--- config.mk ---
export PLATFORM = sky130hd
export DESIGN_NAME = iwlf_mac
export DESIGN_NICKNAME = d
export VERILOG_FILES = /design/src/incremental_weighted_line_fit_assert.svh /design/src/iwlf_pkg.sv /design/src/iwlf_mac.sv
export SDC_FILE = /design/constraint.sdc
export NUM_CORES = 2
export LEC_CHECK = 0
export ABC_CLOCK_PERIOD_IN_PS = 8800
export BUFFER_PORTS_ARGS = -buffer_cell sky130_fd_sc_hd__clkbuf_2
export CORE_UTILIZATION = 58
export CTS_CLUSTER_SIZE = 10
export DETAILED_ROUTE_END_ITERATION = 10
export MAX_ROUTING_LAYER = met4
export PLACE_DENSITY_LB_ADDON = 0.1
export SYNTH_ARGS = -nofsm -noshare
export SYNTH_HDL_FRONTEND = slang
export SYNTH_SLANG_ARGS = --single-unit
--- constraint.sdc ---
create_clock -name i_clk -period 8.8 [get_ports i_clk]
set_clock_uncertainty 0.05 [all_clocks]
set_input_delay 0.88 -clock i_clk [delete_from_list [all_inputs] [get_ports i_clk]]
set_output_delay 0.88 -clock i_clk [all_outputs]
set_load 0.01 [all_outputs]
--- src/incremental_weighted_line_fit_assert.svh ---
// ============================================================================
// Line fit assertion macros
// Shared concurrent assertion forms for the line fit block.
// ============================================================================
`ifndef INCREMENTAL_WEIGHTED_LINE_FIT_ASSERT_SVH
`define INCREMENTAL_WEIGHTED_LINE_FIT_ASSERT_SVH

// same-cycle implication
`define IWLF_ASSERT_IMP(label, clk, rst_n, ante, cons, msg) \
    label: assert property (@(posedge clk) disable iff (!rst_n) (ante) |-> (cons)) \
        else $error(msg);

// next-cycle implication
`define IWLF_ASSERT_NXT(label, clk, rst_n, ante, cons, msg) \
    label: assert property (@(posedge clk) disable iff (!rst_n) (ante) |=> (cons)) \
        else $error(msg);

`endif

--- src/iwlf_pkg.sv ---
// ============================================================================
// Line fit package
// Types, codes and constants shared by the line fit modules.
// ============================================================================
package iwlf_pkg;

    localparam int LIMB_W    = 32;
    localparam int MAC_A_W   = 160;
    localparam int MAC_B_W   = 96;
    localparam int ACC_W     = 192;
    localparam int DIV_W     = 160;
    localparam int QUOT_W    = 64;

    localparam logic [6:0]  TERM_STEPS  = 7'd63;
    localparam logic [6:0]  QDIV_STEPS  = 7'd32;
    localparam logic [65:0] SCALE_FLOOR = 66'd4294967;
    localparam logic [31:0] THR_RESET   = 32'd4295;

    typedef enum logic [1:0] {
        FIT_VALID    = 2'd0,
        FIT_FIRST    = 2'd1,
        FIT_SINGULAR = 2'd2
    } t_status;

    typedef enum logic [2:0] {
        ST_IDLE,
        ST_PREP,
        ST_ISSUE,
        ST_WAIT,
        ST_FINISH
    } t_state;

    typedef enum logic [4:0] {
        OP_TW,
        OP_TX,
        OP_TY,
        OP_TXX,
        OP_TXY,
        OP_DET0,
        OP_DET1,
        OP_SCALE,
        OP_SQ,
        OP_THR,
        OP_CHK,
        OP_NS0,
        OP_NS1,
        OP_QS,
        OP_NI0,
        OP_NI1,
        OP_QI,
        OP_DONE
    } t_op;

    typedef struct packed {
        logic               go;
        logic               clear;
        logic               neg;
        logic [2:0]         a_last;
        logic [1:0]         b_last;
        logic [MAC_A_W-1:0] a;
        logic [MAC_B_W-1:0] b;
    } t_mac_cmd;

    typedef struct packed {
        logic             go;
        logic [6:0]       steps;
        logic [DIV_W-1:0] rem;
        logic [DIV_W-1:0] den;
    } t_div_cmd;

endpackage

--- src/iwlf_mac.sv ---
// ============================================================================
// Line fit multiply-accumulate unit
// One 32x32 multiplier walks the limbs of two operands and adds or
// subtracts each partial product into a 192-bit accumulator.
// ============================================================================
module iwlf_mac (
    input  logic                    i_clk,
    input  logic                    i_rst_n,
    input  iwlf_pkg::t_mac_cmd      i_cmd,
    output logic                    o_done,
    output logic [iwlf_pkg::ACC_W-1:0] o_acc
);
    import iwlf_pkg::*;

    logic [MAC_A_W-1:0] r_a;
    logic [MAC_B_W-1:0] r_b;
    logic [2:0]         r_i;
    logic [1:0]         r_j;
    logic [2:0]         r_a_last;
    logic [1:0]         r_b_last;
    logic               r_neg;
    logic               r_busy;
    logic [63:0]        r_pp;
    logic [2:0]         r_k;
    logic               r_pp_neg;
    logic               r_pp_v;
    logic               r_pp_last;
    logic [ACC_W-1:0]   r_acc;
    logic               r_done;

    logic [LIMB_W-1:0]  w_a_limb;
    logic [LIMB_W-1:0]  w_b_limb;
    logic [ACC_W-1:0]   w_ext;
    logic               w_last;

    // limb select
    assign w_a_limb = r_a[{r_i, 5'b0} +: LIMB_W];
    assign w_b_limb = r_b[{r_j, 5'b0} +: LIMB_W];
    assign w_last   = (r_i == r_a_last) && (r_j == r_b_last);

    // place partial product at its limb weight
    always_comb begin
        case (r_k)
            3'd0:    w_ext = {128'b0, r_pp};
            3'd1:    w_ext = {96'b0, r_pp, 32'b0};
            3'd2:    w_ext = {64'b0, r_pp, 64'b0};
            3'd3:    w_ext = {32'b0, r_pp, 96'b0};
            3'd4:    w_ext = {r_pp, 128'b0};
            default: w_ext = '0;
        endcase
    end

    // control
    always_ff @(posedge i_clk) begin
        if (!i_rst_n) begin
            r_busy    <= 1'b0;
            r_pp_v    <= 1'b0;
            r_pp_last <= 1'b0;
            r_done    <= 1'b0;
        end else begin
            r_done <= r_pp_v && r_pp_last;
            r_pp_v <= r_busy;
            r_pp_last <= r_busy && w_last;
            if (i_cmd.go) begin
                r_busy <= 1'b1;
            end else if (r_busy && w_last) begin
                r_busy <= 1'b0;
            end
        end
    end

    // operand walk and multiply stage
    always_ff @(posedge i_clk) begin
        if (i_cmd.go) begin
            r_a      <= i_cmd.a;
            r_b      <= i_cmd.b;
            r_a_last <= i_cmd.a_last;
            r_b_last <= i_cmd.b_last;
            r_neg    <= i_cmd.neg;
            r_i      <= 3'd0;
            r_j      <= 2'd0;
        end else if (r_busy) begin
            if (r_j == r_b_last) begin
                r_j <= 2'd0;
                r_i <= r_i + 3'd1;
            end else begin
                r_j <= r_j + 2'd1;
            end
        end
        r_pp     <= w_a_limb * w_b_limb;
        r_k      <= r_i + {1'b0, r_j};
        r_pp_neg <= r_neg;
    end

    // accumulate stage
    always_ff @(posedge i_clk) begin
        if (i_cmd.go && i_cmd.clear) begin
            r_acc <= '0;
        end else if (r_pp_v) begin
            r_acc <= r_pp_neg ? (r_acc - w_ext) : (r_acc + w_ext);
        end
    end

    assign o_done = r_done;
    assign o_acc  = r_acc;

endmodule

### Word-level counts from Yosys, hierarchy flattened

Cells that the tools add are included.

| storage, ports and cells | value |
|---|---|
| register bits after elaboration | 531 |
| input bits | 266 |
| output and inout port bits | 193 |
| word-level logic and storage cells | 41 |

| operators by class | value |
|---|---|
| mux-type cells | 5 |
| reductions and logical operators | 7 |
| equal/unequal tests | 6 |
| shift operators | 2 |
| multiply operators | 1 |
| add/subtract/negate cells | 5 |

Operator list:

| kind | count |
|---|---|
| $pmux 192 s5 | 1 |
| $add 192x192->192 | 1 |
| $mux 192 | 1 |
| $sub 192x192->192 | 1 |
| $shiftx 160x9->32 | 1 |
| $shiftx 96x8->32 | 1 |
| $mul 32x32->64 | 1 |
| $eq 3x2->1 const B | 2 |
| $logic_and 1x1->1 | 4 |
| $add 3x1->3 const B | 1 |
| $add 3x2->3 | 1 |
| $eq 3x1->1 const B | 1 |
| $eq 3x3->1 | 1 |
| $eq 3x3->1 const B | 1 |
| $logic_not 3->1 | 1 |
| $add 2x1->2 const B | 1 |
| $eq 2x2->1 | 1 |
| $mux 1 | 2 |
| $mux 2 | 1 |
| $reduce_and 2->1 | 1 |
| $reduce_bool 2->1 | 1 |

### Longest topological paths before layout

| logic depth | value |
|---|---|
| word-level depth | 5 |
| depth in mapped cells | 38 |
| gate-level depth less buffers | 33 |

### Worst setup path before layout

OpenSTA, ideal clock, no wires.

| timing | value |
|---|---|
| kind | register -> register |
| from | register r_i[1] |
| to | register r_pp[61] |
| period minus slack after synthesis | 9.540 ns |
| slack | -0.740 ns |
| arrival time | 9.364 ns |
| path buffers | 5 |
| required time | 8.623 ns |
| setup time | 0.127 ns |
| cell stages (with the launch flop) | 38 |
| cell sequence | dfxtp_1 -> buf_1 -> clkbuf_1 -> mux2i_1 -> nor2_1 -> a21oi_1 -> o21ai_0 -> clkbuf_1 -> clkbuf_1 -> nand2_1 -> fa_1 -> inv_1 -> fa_1 -> inv_1 -> fa_1 -> fa_1 -> inv_1 -> fa_1 -> (+2 left out) -> inv_1 -> fa_1 -> inv_1 -> ha_1 -> clkbuf_1 -> a21o_1 -> a21o_1 -> a21o_1 -> a2111oi_0 -> o221ai_1 -> a21oi_1 -> o21ai_0 -> o21ai_0 -> o21ai_0 -> a311oi_1 -> nand2b_1 -> o21ai_0 -> xor2_1 |

| between the ends | value |
|---|---|
| longest elaborated chain between the ends | 2 |

Ends and longest elaborated chain:

| element | line | RTL |
|---|---|---|
| start: declaration | iwlf_mac.sv:17 | `logic [2:0] r_i;` |
| start signal: assignment | iwlf_mac.sv:85 | `r_i <= r_i + 3'd1;` |
| $shiftx 160x9->32 | iwlf_mac.sv:37 | `assign w_a_limb = r_a[{r_i, 5'b0} +: LIMB_W];` |
| $mul 32x32->64 | iwlf_mac.sv:90 | `r_pp <= w_a_limb * w_b_limb;` |
| end signal: assignment | iwlf_mac.sv:90 |  |
| end: declaration | iwlf_mac.sv:23 | `logic [63:0] r_pp;` |

Every way passes these cells.
A chain may end at the register's enable or synchronous reset.

### Worst setup path after layout

| timing | value |
|---|---|
| from | register r_i[1] |
| to | register r_pp[60] |

Same word-level chain as after synthesis.

==> key figures <==
Clock tree
  – # hold bufs at CTS: 0
  – CTS Buf Count: 70
  – Clock sink count: 531
  – Clk Latency, worst-skew pair: 740 ps
  – CTS H-Tree Depth: 3
  – CTS root buf: clkbuf_16
  – Clk slew on worst S/H paths: 60 ps
  – CTS tree: built
  – Deepest clock path buffer count: 3

Yosys
  – Syn_nets: 10.1k
  – Share of the synthesized area in the top cell type: 0.253
  – Synth cell types: 98
  – Synth area leader: fa_1
  – YS warnings: 0
  – Post-Syn Area: 71200 um2
  – Sequential cell area fraction in the yosys report: 0.186
  – Mapped Cells: 8443
  – Top FF cell, synth: dfxtp_1
  – Top post-synthesis cells by area: fa_1 (25%), edfxtp_1 (11%), ha_1 (8.0%)
  – Syn_area_per_cell: 8.43 um2
  – Async SR Flop Fraction: 0
  – Post-synthesis register bit count: 531
  – Count of flip-flops with a built-in enable after synthesis: 262

Route
  – Routed length per instance: 27.4 um
  – DR DRC count: 0
  – Iter 0 DRT Violations: 8332
  – Via count: 69.2k
  – Drt total wl: 298 mm
  – Drt pass-1 iters: 7
  – Via density: 6.37
  – ANT nets after route: 0

Setup path
  – Crit path max fanout: 10
  – Worst path required time: 9350 ps
  – Arrival time worst endpoint: 9930 ps
  – Critical Path End Type: flip-flop
  – Register-to-register setup slack: -580 ps
  – Max stage delay on crit path: 700 ps
  – Worst path slowest cell: fa_1
  – Critical path launch point type: flip-flop
  – R2R cell count: 34
  – Setup CP Type: flip-flop to flip-flop
  – Crit-path most repeated cell: fa_1

Layout
  – Most frequent cells in the layout: nor2_1 (1198), inv_1 (968), fa_1 (891)
  – Share of cells above drive strength 1: 0.170
  – Area Growth Syn to Fin: 16.5%
  – Fin nets: 10.8k
  – Commonest non-fill, non-tap cell in the layout: nor2_1

Run status
  – Failing checks: negative setup slack
  – Status: finished, violations left

Timing
  – Final hold violations: 0
  – Min Tclk post-route: 9380 ps
  – Total negative slack: -6220 ps
  – Fmax: 107 MHz
  – Slew Limit Fails: 0
  – Relative slew slack: 0.108
  – Period utilisation layout: 1.07
  – Final Setup Violations: 23
  – Worst slew pin tran: 1320 ps
  – Unrepaired setup endpoints after global routing: yes
  – Final WS setup: -580 ps

Global routing
  – First-pass GRT wire length: 432 mm
  – Initial antenna violation count: 13
  – Number of global-route vias before repair: 69.2k
  – GRT Overall Usage: 0.479
  – Pin count of the biggest net entering global routing: 150
  – Congestion Overflow GR: 0

Floorplan
  – Die Width: 352 um
  – Initial Util: 0.585
  – CORE AREA: 122000 um2
  – Row count: 128
  – I/O pin cnt: 459
  – Die Height: 352 um
  – Full die area: 124000 um2

Hold path
  – HP Class: primary input to flip-flop
  – Hold Crit Depth: 1

Place
  – DP HPWL: 234 mm
  – # port buffers: 458
  – Placer congestion estimate: 1.09

Flow run
  – Max_cap viols: 0
metrics by stage:
| step | util | setup slack [ps] | cells | cell area (um2) | hold slack, ps |
|---|---|---|---|---|---|
| after global placement | 0.653 | -493 | 10700 | 79500 | 275 |
| after global routing | 0.681 | -665 | 10900 | 82900 | 247 |
| final | 0.681 | -580 | 10900 | 82900 | 261 |
| after floorplan | - | 0.691 | 8443 | 71300 | 273 |
| after detailed placement | 0.653 | -574 | 10700 | 79500 | 286 |
| after CTS | 0.675 | 2.45 | 10800 | 82100 | 246 |
synthesized netlist by cell type, types with 12 or more instances:
cell type and instances:
fa_1 898, o21ai_0 340, clkbuf_1 442, and4_1 31
nor2b_1 31, xnor2_1 258, o22ai_1 14, xor2_1 153
edfxtp_1 262, nand3_1 75, a21o_1 174, nor2_1 1206
o21a_1 65, o31ai_1 20, and3_1 26, ha_1 457
or3_1 18, a31oi_1 79, o21ai_1 32, o211ai_1 22
nand4_1 127, and2_1 32, a21oi_1 576, a211oi_1 24
nor3b_1 12, o311ai_0 12, nand2b_1 56, buf_1 42
or2_2 19, nand3b_1 75, mux2i_1 201, nor4_1 40
a21boi_0 20, buf_2 19, dfxtp_1 269, a22oi_1 27
nor3_1 114, a41oi_1 21, inv_1 974, o21bai_1 63
nand2_1 878, mux2_2 36
worst max-delay path: cells and delay by family (launching register included):
family	cells	cell delay (ps)
AOI/OAI and AO/OA	12	2190
buffers and inverters	8	1150
adders and majority gates	9	4430
xor gates and xnor gates	1	160
DFF	1	480
and+or+nand+nor	3	450
muxes	1	330
metal layers:
metal	global-route usage	vias to the layer above	routed length, um
li1	-	29500	-
met3	0.105	1579	30800
met5	-	-	0
met2	0.744	4895	133000
met4	0.340	0	28100
met1	0.552	33300	106000
cell families after synthesis:
group,count (synthesis),synth area share
AO/OA/AOI/OAI,1609,0.139
XOR/XNOR,411,0.0506
adder cells (fa/ha/maj),1355,0.333
buffers and inverters,1493,0.0807
flip-flops,531,0.186
multiplexers,244,0.0356
AND/OR/NAND/NOR,2800,0.175
sequential cells by signal, summed over array words and instances, names as in the netlist:
name / flops
r_pp_v: 1
r_b: 96
o_acc: 192
r_a_last: 3
r_pp_neg: 1
r_a: 160
r_b_last: 2
r_busy: 1
r_pp_last: 1
r_k: 3
r_neg: 1
r_pp: 64
o_done: 1
r_i: 3
r_j: 2
timing repair:
item | 4_1_cts | 5_1_grt
buffers inserted | 18 | 34
resized for setup | 81 | 114
endpoints found under the setup margin | 26 | 28
gates cloned | 0 | 1
pin swaps | 19 | 93
layout make-up:
cell class / count / area [um2]
clock inverter: 19 / 329
multi-input combinational: 6419 / 53000
sequential: 531 / 13300
antenna: 14 / 35.0
clock buffer: 90 / 1900
inverter: 975 / 3660
fill: 9359 / 38800
timing repair buffer: 1200 / 8700
tap: 1625 / 2030
worst paths after layout:
kind,from,endpoint
max,r_i[1],r_pp[60]
min,i_cmd[5],r_b[5]
max reg2reg,r_i[1],r_pp[60]
min reg2reg,r_neg,r_pp_neg
Power is left out: the tool's default activity adds up to more than one toggle a clock period on the data nets, which glitch-free logic cannot reach.
