<file path="src/incremental_weighted_line_fit_assert.svh">
// ============================================================================
// Line fit assertion macros
// Shared concurrent assertion forms for the line fit block.
// ============================================================================
`ifndef INCREMENTAL_WEIGHTED_LINE_FIT_ASSERT_SVH
`define INCREMENTAL_WEIGHTED_LINE_FIT_ASSERT_SVH

// same-cycle implication
`define IWLF_ASSERT_IMP(label, clk, rst_n, ante, cons, msg) \
    label: assert property (@(posedge clk) disable iff (!rst_n) (ante) |-> (cons)) \
        else $error(msg);

// next-cycle implication
`define IWLF_ASSERT_NXT(label, clk, rst_n, ante, cons, msg) \
    label: assert property (@(posedge clk) disable iff (!rst_n) (ante) |=> (cons)) \
        else $error(msg);

`endif

</file>
<file path="src/iwlf_pkg.sv">
// ============================================================================
// Line fit package
// Types, codes and constants shared by the line fit modules.
// ============================================================================
package iwlf_pkg;

    localparam int LIMB_W    = 32;
    localparam int MAC_A_W   = 160;
    localparam int MAC_B_W   = 96;
    localparam int ACC_W     = 192;
    localparam int DIV_W     = 160;
    localparam int QUOT_W    = 64;

    localparam logic [6:0]  TERM_STEPS  = 7'd63;
    localparam logic [6:0]  QDIV_STEPS  = 7'd32;
    localparam logic [65:0] SCALE_FLOOR = 66'd4294967;
    localparam logic [31:0] THR_RESET   = 32'd4295;

    typedef enum logic [1:0] {
        FIT_VALID    = 2'd0,
        FIT_FIRST    = 2'd1,
        FIT_SINGULAR = 2'd2
    } t_status;

    typedef enum logic [2:0] {
        ST_IDLE,
        ST_PREP,
        ST_ISSUE,
        ST_WAIT,
        ST_FINISH
    } t_state;

    typedef enum logic [4:0] {
        OP_TW,
        OP_TX,
        OP_TY,
        OP_TXX,
        OP_TXY,
        OP_DET0,
        OP_DET1,
        OP_SCALE,
        OP_SQ,
        OP_THR,
        OP_CHK,
        OP_NS0,
        OP_NS1,
        OP_QS,
        OP_NI0,
        OP_NI1,
        OP_QI,
        OP_DONE
    } t_op;

    typedef struct packed {
        logic               go;
        logic               clear;
        logic               neg;
        logic [2:0]         a_last;
        logic [1:0]         b_last;
        logic [MAC_A_W-1:0] a;
        logic [MAC_B_W-1:0] b;
    } t_mac_cmd;

    typedef struct packed {
        logic             go;
        logic [6:0]       steps;
        logic [DIV_W-1:0] rem;
        logic [DIV_W-1:0] den;
    } t_div_cmd;

endpackage

</file>
<file path="src/iwlf_div.sv">
// ============================================================================
// Line fit divider
// Restoring divider, one quotient bit per cycle against a pre-shifted
// divisor that moves right one place per step.
// ============================================================================
module iwlf_div (
    input  logic                       i_clk,
    input  logic                       i_rst_n,
    input  iwlf_pkg::t_div_cmd         i_cmd,
    output logic                       o_done,
    output logic [iwlf_pkg::QUOT_W-1:0] o_quot
);
    import iwlf_pkg::*;

    logic [DIV_W-1:0]  r_rem;
    logic [DIV_W-1:0]  r_den;
    logic [QUOT_W-1:0] r_quot;
    logic [6:0]        r_cnt;
    logic              r_busy;
    logic              r_done;

    logic              w_ge;

    assign w_ge = r_rem >= r_den;

    // control
    always_ff @(posedge i_clk) begin
        if (!i_rst_n) begin
            r_busy <= 1'b0;
            r_done <= 1'b0;
            r_cnt  <= '0;
        end else begin
            r_done <= 1'b0;
            if (i_cmd.go) begin
                r_busy <= 1'b1;
                r_cnt  <= i_cmd.steps;
            end else if (r_busy) begin
                r_cnt <= r_cnt - 7'd1;
                if (r_cnt == 7'd1) begin
                    r_busy <= 1'b0;
                    r_done <= 1'b1;
                end
            end
        end
    end

    // one compare and subtract per step
    always_ff @(posedge i_clk) begin
        if (i_cmd.go) begin
            r_rem  <= i_cmd.rem;
            r_den  <= i_cmd.den;
            r_quot <= '0;
        end else if (r_busy) begin
            r_rem  <= w_ge ? (r_rem - r_den) : r_rem;
            r_quot <= {r_quot[QUOT_W-2:0], w_ge};
            r_den  <= {1'b0, r_den[DIV_W-1:1]};
        end
    end

    assign o_done = r_done;
    assign o_quot = r_quot;

endmodule

</file>
<file path="config.mk">
export PLATFORM = sky130hd
export DESIGN_NAME = iwlf_div
export DESIGN_NICKNAME = d
export VERILOG_FILES = /design/src/incremental_weighted_line_fit_assert.svh /design/src/iwlf_pkg.sv /design/src/iwlf_div.sv
export SDC_FILE = /design/constraint.sdc
export NUM_CORES = 1
export LEC_CHECK = 0
export ABC_AREA = 0
export BUFFER_PORTS_ARGS = -buffer_cell sky130_fd_sc_hd__buf_2
export CELL_PAD_IN_SITES_DETAIL_PLACEMENT = 0
export CELL_PAD_IN_SITES_GLOBAL_PLACEMENT = 2
export CORE_ASPECT_RATIO = 0.5
export CORE_MARGIN = 2
export CORE_UTILIZATION = 27
export CTS_BUF_LIST = sky130_fd_sc_hd__clkbuf_8 sky130_fd_sc_hd__clkbuf_16
export DETAILED_ROUTE_END_ITERATION = 7
export GPL_TIMING_DRIVEN = 0
export PLACE_DENSITY_LB_ADDON = 0.1
export RECOVER_POWER = 100
export SETUP_SLACK_MARGIN = 0.05
export SYNTH_ARGS = -nofsm -noshare
export SYNTH_HDL_FRONTEND = slang
export SYNTH_SLANG_ARGS = --single-unit
</file>
<file path="constraint.sdc">
create_clock -name i_clk -period 21.9 [get_ports i_clk]
set_input_delay 4.38 -clock i_clk [delete_from_list [all_inputs] [get_ports i_clk]]
set_output_delay 4.38 -clock i_clk [all_outputs]
set_load 0.05 [all_outputs]
</file>
[After elaboration in Yosys (flattened, before gate mapping)]
Cells that the tools add are included.
Cells by class
  $add $sub $neg: 2
  magnitude comparators: 1
  equal/unequal tests: 1
  muxes and demuxes: 11
  bitwise operators: 2
  reductions and logical operators: 4
Operators by type and width (count)
  $mux 160: 5
  $ge 160x160->1: 1
  $sub 160x160->160: 1
  $mux 7: 2
  $eq 7x1->1 const B: 1
  $sub 7x1->7 const B: 1
  $mux 1: 4
  $reduce_bool 2->1: 2
  $reduce_or 3->1: 1
  $not 1->1: 2
  $reduce_and 2->1: 1
Storage, ports and cells
  register bits after elaboration: 393
  input bits: 330
  output and inout bits: 65
  logic and storage cells: 27

[Longest topological paths before layout]
Gate-level depths: netlist of the first run.
  depth after elaboration: 4
  depth in mapped cells: 16
  mapped depth without buffers: 16

[Worst setup path after synthesis of the first run]
OpenSTA, ideal clock, no wires.
  path kind: input-to-reg
  from: input i_cmd[327] (netlist name)
  to: register r_rem[0], enable pin
  setup time: 0.774 ns
  data arrival time: 13.258 ns
  data required time: 21.126 ns
  setup slack: 7.867 ns
  stages: 5
  buffers on the path: 3
  cells stage by stage: clkbuf_1 -> clkbuf_1 -> buf_1 -> nor2_1 -> a31oi_1
On the way
  longest elaborated chain between the ends: 2
  elaborated cells on any way between the ends: 3
  those cells by class: 3 x reduce/logical
RTL lines
  start: declaration: line iwlf_div.sv:9  | input iwlf_pkg::t_div_cmd i_cmd,
  $reduce_bool 2->1 (no line)
  $reduce_and 2->1 (no line) (*)
  end signal: assignment: line iwlf_div.sv:50  | r_rem <= i_cmd.rem;
  end signal: assignment: line iwlf_div.sv:54  | r_rem <= w_ge ? (r_rem - r_den) : r_rem;
  end: declaration: line iwlf_div.sv:15  | logic [DIV_W-1:0] r_rem;
Mark *: on every way between the ends. The rest lies on a longest branch, timed or not.
A chain may end at the register's enable or synchronous reset.

[Worst setup path after layout of the first run]
  from: input i_cmd[327] (netlist name)
  to: register r_den[61], enable pin
On the way
  longest elaborated chain between the ends: 1
RTL lines
  $reduce_bool 2->1 (no line)
  end signal: assignment: line iwlf_div.sv:51  | r_den <= i_cmd.den;
  end signal: assignment: line iwlf_div.sv:56  | r_den <= {1'b0, r_den[DIV_W-1:1]};
  end: declaration: line iwlf_div.sv:16  | logic [DIV_W-1:0] r_den;
Every way passes these cells.

==> flow_metrics.tcl, run 1 <==
set metrics [dict create \
    drc 0 \
    grt_max_degree 82 \
    synth_fp_nets 3722 \
    synth-seq-cells 393 \
    clock.fmax_mhz 74.66 \
    path_class "in -> reg" \
    htree_levels 2 \
    cts_inserted_buffers 44 \
    required_ps 21980 \
    design.core.area_mm2 0.1006 \
    yosysTopAreaCell "edfxtp_1" \
    wire_per_inst_um 21.20 \
    cts_sinks 393 \
    hold_path.class "reg -> reg" \
    vias 25020 \
    r2r_cells 5 \
    ys.warnings.count 0 \
    rows 82 \
    grt_pass1_wl_mm 160.1 \
    cts.repair.resized 0 \
    yosysTopAreaCellShare_pct 34.88 \
    finalHoldViolations 0 \
    cts_hold_buf 0 \
    drive_gt1_share_pct 13.85 \
    gr-total-overflow 0 \
    async_flop_share_pct 0 \
    pin_count 395 \
    slew_violations 226 \
    holdCritStartpoint "o_quot[63]" \
    ctsLongestPathBuffers 3 \
    post-dp-hpwl_mm 87.09 \
    worstPathArrival_ps 13470 \
    area_growth_pct 18.29 \
    finalNetCount 4169 \
    path_clk_slew_ps 60 \
    track_usage_pct 20.04 \
    drtIter0Drc 1561 \
    wl_mm 107.2 \
    first_global_vias 25310 \
    die_w_um 455.7 \
    cts_tree "yes" \
    p_leak_nw 13.35 \
    fin_skew_ps 45.42 \
    power_density_mw_per_mm2 114.6 \
    drtAntennaViolNets 0 \
    min_path_cells 2 \
    die-area_mm2 0.1048 \
    synth.avg_cell_area_um2 8.531 \
    gp_congestion 0.8362 \
    violations "max-capacitance violations, max-slew violations" \
    setup_viol 0 \
    nFillCells 11030 \
    power.total_mw 3.735 \
    worst_setup_path_end_kind "register" \
    synth_enable_flop_cells 320 \
    outcome "complete, but fails checks" \
    rsz0062_at_grt "false" \
    fin_crit_ps 13390 \
    r2r_end "r_den[61]" \
    tightest_slew_ps 4924 \
    fp.dieH_um 229.9 \
    hold_end "o_quot[63]" \
    post-route-period-util_pct 61.16 \
    r2r_setup_slack_ps 13830 \
    post_cts_buffers 0 \
    synth_cell_types 99 \
    postSynthCellCount 3229 \
    r2r-start "r_busy" \
    dr.pass1.iters 7 \
    grt_antenna_before_repair 11 \
    drv_cap 8 \
    slew_headroom_pct -228.3 \
    worstPathMaxFanout 81 \
    peakVddDrop_mv 0.06128 \
    root_buffer "clkbuf_16" \
    hold_ws_ps 506.1 \
    start_kind "primary input" \
    ys_seq_area_share_pct 40.19 \
    vias_per_cell 4.947 \
    clock_latency_ps 640 \
    synth_area_mm2 0.02755 \
    port_buffers 393 \
    start_util_pct 27.37 \
    synth_ff_type "edfxtp_1" \
    ys_top_cells_by_area "edfxtp_1 (35%), ha_1 (7.4%), nand2_1 (7.3%)" \
]
kinds of logic (layout without fill, tap and decap cells):
group	Yosys count	count (layout)	share of synthesized area [%]
compound gates	1042	1042	22.83
xor+xnor	152	152	4.833
fa+ha+maj	163	163	7.431
buf+inv	391	872	5.682
flops	393	393	40.19
mux	70	70	2.562
other cells	0	3	0
simple gates	1018	1018	16.48
cells in the mapped netlist, types with 66 or more instances:
cell type,n
edfxtp_1,320
nand2_1,535
a21oi_1,262
ha_1,162
inv_1,220
nor2_1,203
xnor2_1,104
dfxtp_1,73
a21o_1,92
clkbuf_1,115
o21bai_1,71
nand4_1,88
mux2i_1,66
o21ai_0,400
through the flow:
step | setup WS, ps | util (%) | TNS [ps] | cells | cell area (µm²)
floorplan | 7867 | - | 0 | 3229 | 27550
global placement | -889.8 | 31.00 | -134980 | 4966 | 31200
detailed placement | 13010 | 31.20 | 0 | 4974 | 31410
CTS | 13650 | 32.63 | 0 | 5054 | 32840
global route | 7567 | 32.37 | 0 | 5055 | 32580
finish | 8505 | 32.38 | 0 | 5057 | 32590
sequential cells by signal, indices dropped and copies added, names as in the netlist:
name and count:
r_busy 1, r_cnt 7, r_rem 160, r_den 160
o_done 1, o_quot 64
worst max-delay path by stage:
stage	end	start	slack, ps	depth (start not counted)
6_report	r_den[61]	i_cmd[327]	8510	6
3_3_place_gp	r_rem[53]	i_cmd[327]	-890	5
2_1_floorplan	r_rem[0]	i_cmd[327]	7870	5
4_1_cts	r_rem[54]	i_cmd[327]	13650	7
5_1_grt	r_den[61]	i_cmd[327]	7570	6
3_5_place_dp	r_rem[54]	i_cmd[327]	13010	7
layout make-up:
| cell class | instances | area [µm²] | share of cell area, % |
|---|---|---|---|
| sequential | 393 | 11070 | 33.97 |
| tap | 1344 | 1682 | 5.160 |
| inverter | 220 | 827.0 | 2.538 |
| multi-input combinational | 2445 | 14910 | 45.75 |
| clock buffer | 50 | 1217 | 3.736 |
| clock inverter | 30 | 220.2 | 0.6758 |
| timing repair buffer | 401 | 1916 | 5.879 |
| buffer | 171 | 739.5 | 2.269 |
| antenna | 3 | 7.507 | 0.02304 |
cell usage in the layout, fill, tap and decap left out, types with 16 or more instances in the layout:
| cell type | netlist | routed |
|---|---|---|
| nand4_1 | 88 | 88 |
| inv_1 | 220 | 228 |
| nor2_1 | 203 | 203 |
| buf_2 | 35 | 363 |
| clkbuf_1 | 115 | 194 |
| dfxtp_1 | 73 | 73 |
| edfxtp_1 | 320 | 320 |
| xnor2_1 | 104 | 104 |
| nor3_1 | 35 | 35 |
| nand3_1 | 25 | 25 |
| nand2_1 | 535 | 535 |
| xor2_1 | 48 | 48 |
| o21a_1 | 24 | 24 |
| nand2b_1 | 16 | 16 |
| clkbuf_16 | 0 | 47 |
| o21bai_1 | 71 | 71 |
| o21ai_0 | 400 | 423 |
| a21o_1 | 92 | 92 |
| ha_1 | 162 | 162 |
| or3_1 | 16 | 16 |
| mux2i_1 | 66 | 66 |
| a21oi_1 | 262 | 262 |
| a31oi_1 | 29 | 29 |
per-layer routing:
| metal | global-route usage [%] | up-vias | share of wire, % |
|---|---|---|---|
| li1 | - | 12440 | - |
| met1 | 27.66 | 12070 | 48 |
| met2 | 33.95 | 408 | 47 |
| met3 | 2.617 | 101 | 3.7 |
| met4 | 3.052 | 2 | 1.4 |
| met5 | 0 | - | 0.012 |
where the power goes:
group	switching, mW	leakage, nW	internal [mW]
Clock	0.355	0.735	0.414
Combinational	1.25	8.81	0.668
Sequential	0.0417	3.81	1.01
Total	1.65	13.4	2.09
critical path: stages:
cell and delay, ps:
clkbuf_1 1050, clkbuf_1 840, clkbuf_1 990, nor2_1 170
clkinvlp_2 2250, clkbuf_1 3570
Power figures use the tool's default switching activity.
==> inputs of run 2 (changes only) <==
Settings changed: ABC_AREA 0 to 1.
Clock period 21.9 ns to 12.87 ns, I/O delays scaled along.
==> run 2 against run 1 <==
Sequential share of layout area decreased by 5.1 points; area after synthesis is 20% higher; critical path depth is 1 higher; routed wire length rose by 57%; final cell count grew 46%; design area is 18% higher; clock power is 61% higher; highest routed layer unchanged; total power up 79%; the run still ends with max-capacitance violations, max-slew violations left; synthesized cell count rose by 64%; count of clock-buffer cells in the layout fell by 6; non-clock buffer count down 87; flip-flop and latch count unchanged.
==> flow_metrics.tcl, run 2 <==
set metrics [dict create \
    fp.dieH_um 251.2 \
    power.share.combinational_pct 56.0 \
    vias 33950 \
    drtAntennaViolNets 0 \
    hold_path.class "reg -> reg" \
    design.core.area_mm2 0.1209 \
    start_util_pct 27.28 \
    slew_headroom_pct -160.2 \
    wire_per_inst_um 22.85 \
    p_leak_nw 19.58 \
    synth_fp_nets 5787 \
    finalNetCount 6231 \
    nFillCells 13950 \
    synth-seq-cells 393 \
    stdcell_count 7386 \
    slew_violations 199 \
    root_buffer "clkbuf_16" \
    placed_cell_area_mm2 0.03714 \
    p_clk_share_pct 18.5 \
    power.internal_mw 3.270 \
    worst_setup_path_end_kind "register" \
    setup_viol 0 \
    ys.warnings.count 0 \
    peakVddDrop_mv 0.1026 \
    synth_ff_type "edfxtp_1" \
    clock_latency_ps 660 \
    drtIter0Drc 2747 \
    tns_ps 0 \
    post_cts_buffers 0 \
    clock.fmax_mhz 111.5 \
    post-route-period-util_pct 69.67 \
    post-dp-hpwl_mm 148.5 \
    yosysMostFrequentCell "nand2_1" \
    p_sw_mw 3.406 \
    place_inst 7303 \
    htree_levels 2 \
    tightest_slew_ps 3903 \
    start_kind "primary input" \
    synth.avg_cell_area_um2 6.233 \
    power_switching_share_pct 51.02 \
    drv_cap 7 \
    drc 0 \
    synth_area_mm2 0.03300 \
    path_clk_slew_ps 60 \
    fin_crit_ps 8966 \
    cts_sinks 393 \
    synth_cell_types 40 \
    power_density_mw_per_mm2 174.4 \
    worstPathArrival_ps 9240 \
    cts_hold_buf 0 \
    ctsLongestPathBuffers 3 \
    required_ps 13150 \
    grt_antenna_before_repair 11 \
    yosysTopAreaCell "edfxtp_1" \
    dr.pass1.iters 6 \
    violations "max-capacitance violations, max-slew violations" \
    drive_gt1_share_pct 8.938 \
    finalInstanceArea_mm2 0.03829 \
    gp_congestion 0.9447 \
    outcome "complete, but fails checks" \
    cts_tree "yes" \
    die_w_um 498.4 \
    worstPathMaxFanout 60 \
    postSynthCellCount 5294 \
    ys_seq_area_share_pct 33.55 \
    die-area_mm2 0.1252 \
    grt_max_degree 67 \
    grt_pass1_wl_mm 235.4 \
    async_flop_share_pct 0 \
    wl_mm 168.8 \
    ys_top_cells_by_area "edfxtp_1 (29%), nand2_1 (23%), inv_1 (13%)" \
    first_global_vias 33490 \
    area_growth_pct 16.05 \
    yosysTopAreaCellShare_pct 29.12 \
    p_seq_share_pct 25.4 \
    port_buffers 393 \
    vias_per_cell 4.597 \
    synthTopCellsByCount "nand2_1 (2059), inv_1 (1111), nor2_1 (433), edfxtp_1 (320), o21ai_0 (280)" \
    gr-total-overflow 0 \
    synth_enable_flop_cells 320 \
    pin_count 395 \
    finalHoldViolations 0 \
    cts.repair.resized 0 \
    layout_common_cells "nand2_1 (2059), inv_1 (1121), nor2_1 (433)" \
    track_usage_pct 26.42 \
    fin_skew_ps 50.66 \
    rows 90 \
    final_common_cell "nand2_1" \
    cts_inserted_buffers 43 \
    rsz0062_at_grt "false" \
    path_class "in -> reg" \
]
==> run 2: worst paths after layout <==
check / endpoint / depth (start not counted) / slack [ps] / startpoint
max: r_rem[59] / 7 / 3900 / i_cmd[327]
min: o_quot[0] / 2 / 470 / o_quot[0]
max reg2reg: r_rem[59] / 14 / 6670 / r_rem[48]
min reg2reg: o_quot[0] / 2 / 470 / o_quot[0]
==> run 2: layout make-up <==
cell class / count / area [µm²] / area share, %
plain buffers: 86 / 325.3 / 0.8495
well taps: 1610 / 2014 / 5.261
diodes: 3 / 7.507 / 0.01960
repair buffers: 399 / 1979 / 5.169
multi-input cells: 3698 / 17400 / 45.44
clock buffers: 44 / 1090 / 2.846
clock inverters: 36 / 212.7 / 0.5555
inverters: 1117 / 4193 / 10.95
flip-flops and latches: 393 / 11070 / 28.91
==> run 2: critical path: stages <==
cell and delay, ps:
clkbuf_1 490, clkbuf_1 1290, clkinv_1 1100, clkbuf_1 700
clkbuf_1 540, nand2_1 2040, buf_16 300
==> run 2: power by group through the flow <==
stage               clock, mW  combinational (mW)  sequential [mW]
floorplan                   0                2.16             1.72
global placement            0                3.70             1.74
detailed placement          0                3.71             1.72
CTS                      1.28                3.73             1.70
global route             1.33                4.10             1.72
finish                   1.24                3.74             1.70
==> run 2: cells by family after synthesis <==
logic type | Yosys count | share of synthesized area (%)
adder cells (fa/ha/maj) | 163 | 6.204
AO/OA/AOI/OAI | 582 | 9.237
XOR/XNOR | 77 | 2.044
flip-flops | 393 | 33.55
buffers and inverters | 1203 | 13.72
AND/OR/NAND/NOR | 2876 | 35.25
==> run 2: per-stage QoR <==
step,hold slack [ps],util [%],worst slack (ps),power [mW]
after detailed placement,450.1,30.71,5696,5.432
after global routing,497.1,31.66,3526,7.144
after global placement,443.9,30.58,832.4,5.442
after floorplan,461.4,-,4690,3.876
after CTS,468.2,31.79,6376,6.701
final,467.9,31.66,3904,6.676
==> run 2: layer usage <==
layer,GRT usage (%),part of all wire [%]
met2,38.98,41
met5,0,0.0077
met1,39.28,51
met4,3.795,1.2
met3,6.390,6.8
==> inputs of run 3 (changes only) <==
Clock period 12.87 ns to 8.55 ns, I/O delays scaled along.
==> run 3 against run 2 <==
The flow still finishes with violations (max-capacitance violations, max-slew violations); register-to-register slack lost 3100 ps; routed wire length about the same; count of clock-buffer cells in the layout unchanged; largest power group unchanged; highest routed layer unchanged.
==> flow_metrics.tcl, run 3 (synthesized netlist as in run 2, its figures left out) <==
set metrics [dict create \
    area_growth_pct 16.13 \
    post_cts_buffers 0 \
    cts_inserted_buffers 43 \
    peakVddDrop_mv 0.1540 \
    required_ps 8830 \
    fin_crit_ps 6889 \
    layout_common_cells "nand2_1 (2058), inv_1 (1121), nor2_1 (433)" \
    finalNetCount 6231 \
    worstPathMaxFanout 60 \
    vias 33940 \
    slew_violations 110 \
    post-route-period-util_pct 80.58 \
    outcome "complete, but fails checks" \
    finalHoldViolations 0 \
    path_class "in -> reg" \
    gp_congestion 0.9447 \
    wl_mm 168.8 \
    power_density_mw_per_mm2 262.1 \
    grt_max_degree 67 \
    met3_usage_pct 6.390 \
    first_global_vias 33490 \
    wire_per_inst_um 22.86 \
    pin_count 395 \
    r2r-start "r_rem[48]" \
    htree_levels 2 \
    rsz0062_at_grt "false" \
    fin_skew_ps 47.83 \
    hold_ws_ps 468.8 \
    nFillCells 13940 \
    drv_cap 5 \
    setup_viol 0 \
    holdCritStartpoint "o_quot[63]" \
    die_w_um 498.4 \
    min_path_cells 2 \
    gr-total-overflow 0 \
    p_leak_nw 19.60 \
    busiest_layer "met1" \
    r2r_end "r_rem[59]" \
    final_core_util_pct 31.69 \
    cts_hold_buf 0 \
    tns_ps 0 \
    root_buffer "clkbuf_16" \
    final_common_cell "nand2_1" \
    rows 90 \
    die-area_mm2 0.1252 \
    grt_use_met1_pct 39.28 \
    clock_latency_ps 660 \
    drc 0 \
    tightest_slew_ps 2015 \
    port_buffers 393 \
    start_util_pct 27.28 \
    gr-usage-met2_pct 38.98 \
    placed_cell_area_mm2 0.03714 \
    cts.repair.resized 0 \
    path_clk_slew_ps 60 \
    clock.fmax_mhz 145.2 \
    crit_path_start "i_cmd[327]" \
    slew_headroom_pct -34.35 \
    track_usage_pct 26.42 \
    grt_pass1_wl_mm 235.4 \
    hold_path.class "reg -> reg" \
    start_kind "primary input" \
    r2r_cells 14 \
    violations "max-capacitance violations, max-slew violations" \
    hold_end "o_quot[63]" \
    post-dp-hpwl_mm 148.5 \
    drtAntennaViolNets 0 \
    cts_tree "yes" \
    worstPathArrival_ps 7170 \
    r2r_setup_slack_ps 3540 \
    fp.dieH_um 251.2 \
    finalInstanceArea_mm2 0.03832 \
    ctsLongestPathBuffers 3 \
    dr.pass1.iters 5 \
    grt_antenna_before_repair 11 \
    drtIter0Drc 2693 \
    design.core.area_mm2 0.1209 \
    cts_sinks 393 \
    vias_per_cell 4.594 \
    drive_gt1_share_pct 8.990 \
    worst_setup_path_end_kind "register" \
]
==> run 3: cell count changes in the layout (fill, tap and decap cells not counted), sizes merged <==
cell	before	now
buf	331	332
clkbuf	198	197
diode	3	4
==> run 3: per-stage QoR <==
stage / instances / total power [mW] / worst slack, ps
floorplan: 5294 / 5.835 / 1234
global placement: 7297 / 8.191 / -2624
detailed placement: 7303 / 8.177 / 2240
CTS: 7383 / 10.09 / 2920
global route: 7384 / 10.75 / 1437
finish: 7387 / 10.05 / 1661
==> run 3: critical path, cell delays in order <==
cell and delay (ps):
clkbuf_1 500, clkbuf_1 1280, clkinv_1 1100, clkbuf_1 700, clkbuf_1 560, nand2_4 800, buf_16 310
==> run 3: worst max-delay path by stage <==
stage                end  depth (start not counted)
6_report       r_rem[59]                          7
5_1_grt        r_rem[79]                          7
4_1_cts        r_rem[80]                          7
3_5_place_dp   r_rem[50]                          7
3_3_place_gp   r_rem[49]                          6
2_1_floorplan   r_den[0]                          5
==> run 3: power breakdown <==
| part | internal [mW] | leakage [nW] | switching [mW] |
|---|---|---|---|
| registers | 2.46 | 3.84 | 0.0875 |
| logic | 1.50 | 15.1 | 4.14 |
| clock network | 0.961 | 0.679 | 0.901 |
| total | 4.92 | 19.6 | 5.13 |
==> run 3: area by class of cell <==
type	instances	area (µm²)	area share, %
clock buffers	44	1090	2.844
inverters	1117	4193	10.94
multi-input cells	3698	17410	45.43
repair buffers	399	1997	5.211
diodes	4	10.01	0.02612
well taps	1610	2014	5.257
plain buffers	86	325.3	0.8489
flip-flops and latches	393	11070	28.89
clock inverters	36	212.7	0.5551
==> run 3: layer usage <==
| metal | up-vias | part of all wire, % | wire length [µm] |
|---|---|---|---|
| met5 | - | 0.0077 | 13 |
| met4 | 2 | 1.2 | 2101 |
| met3 | 85 | 6.8 | 11530 |
| met2 | 716 | 41 | 69060 |
| met1 | 15980 | 51 | 86140 |
| li1 | 17160 | - | - |
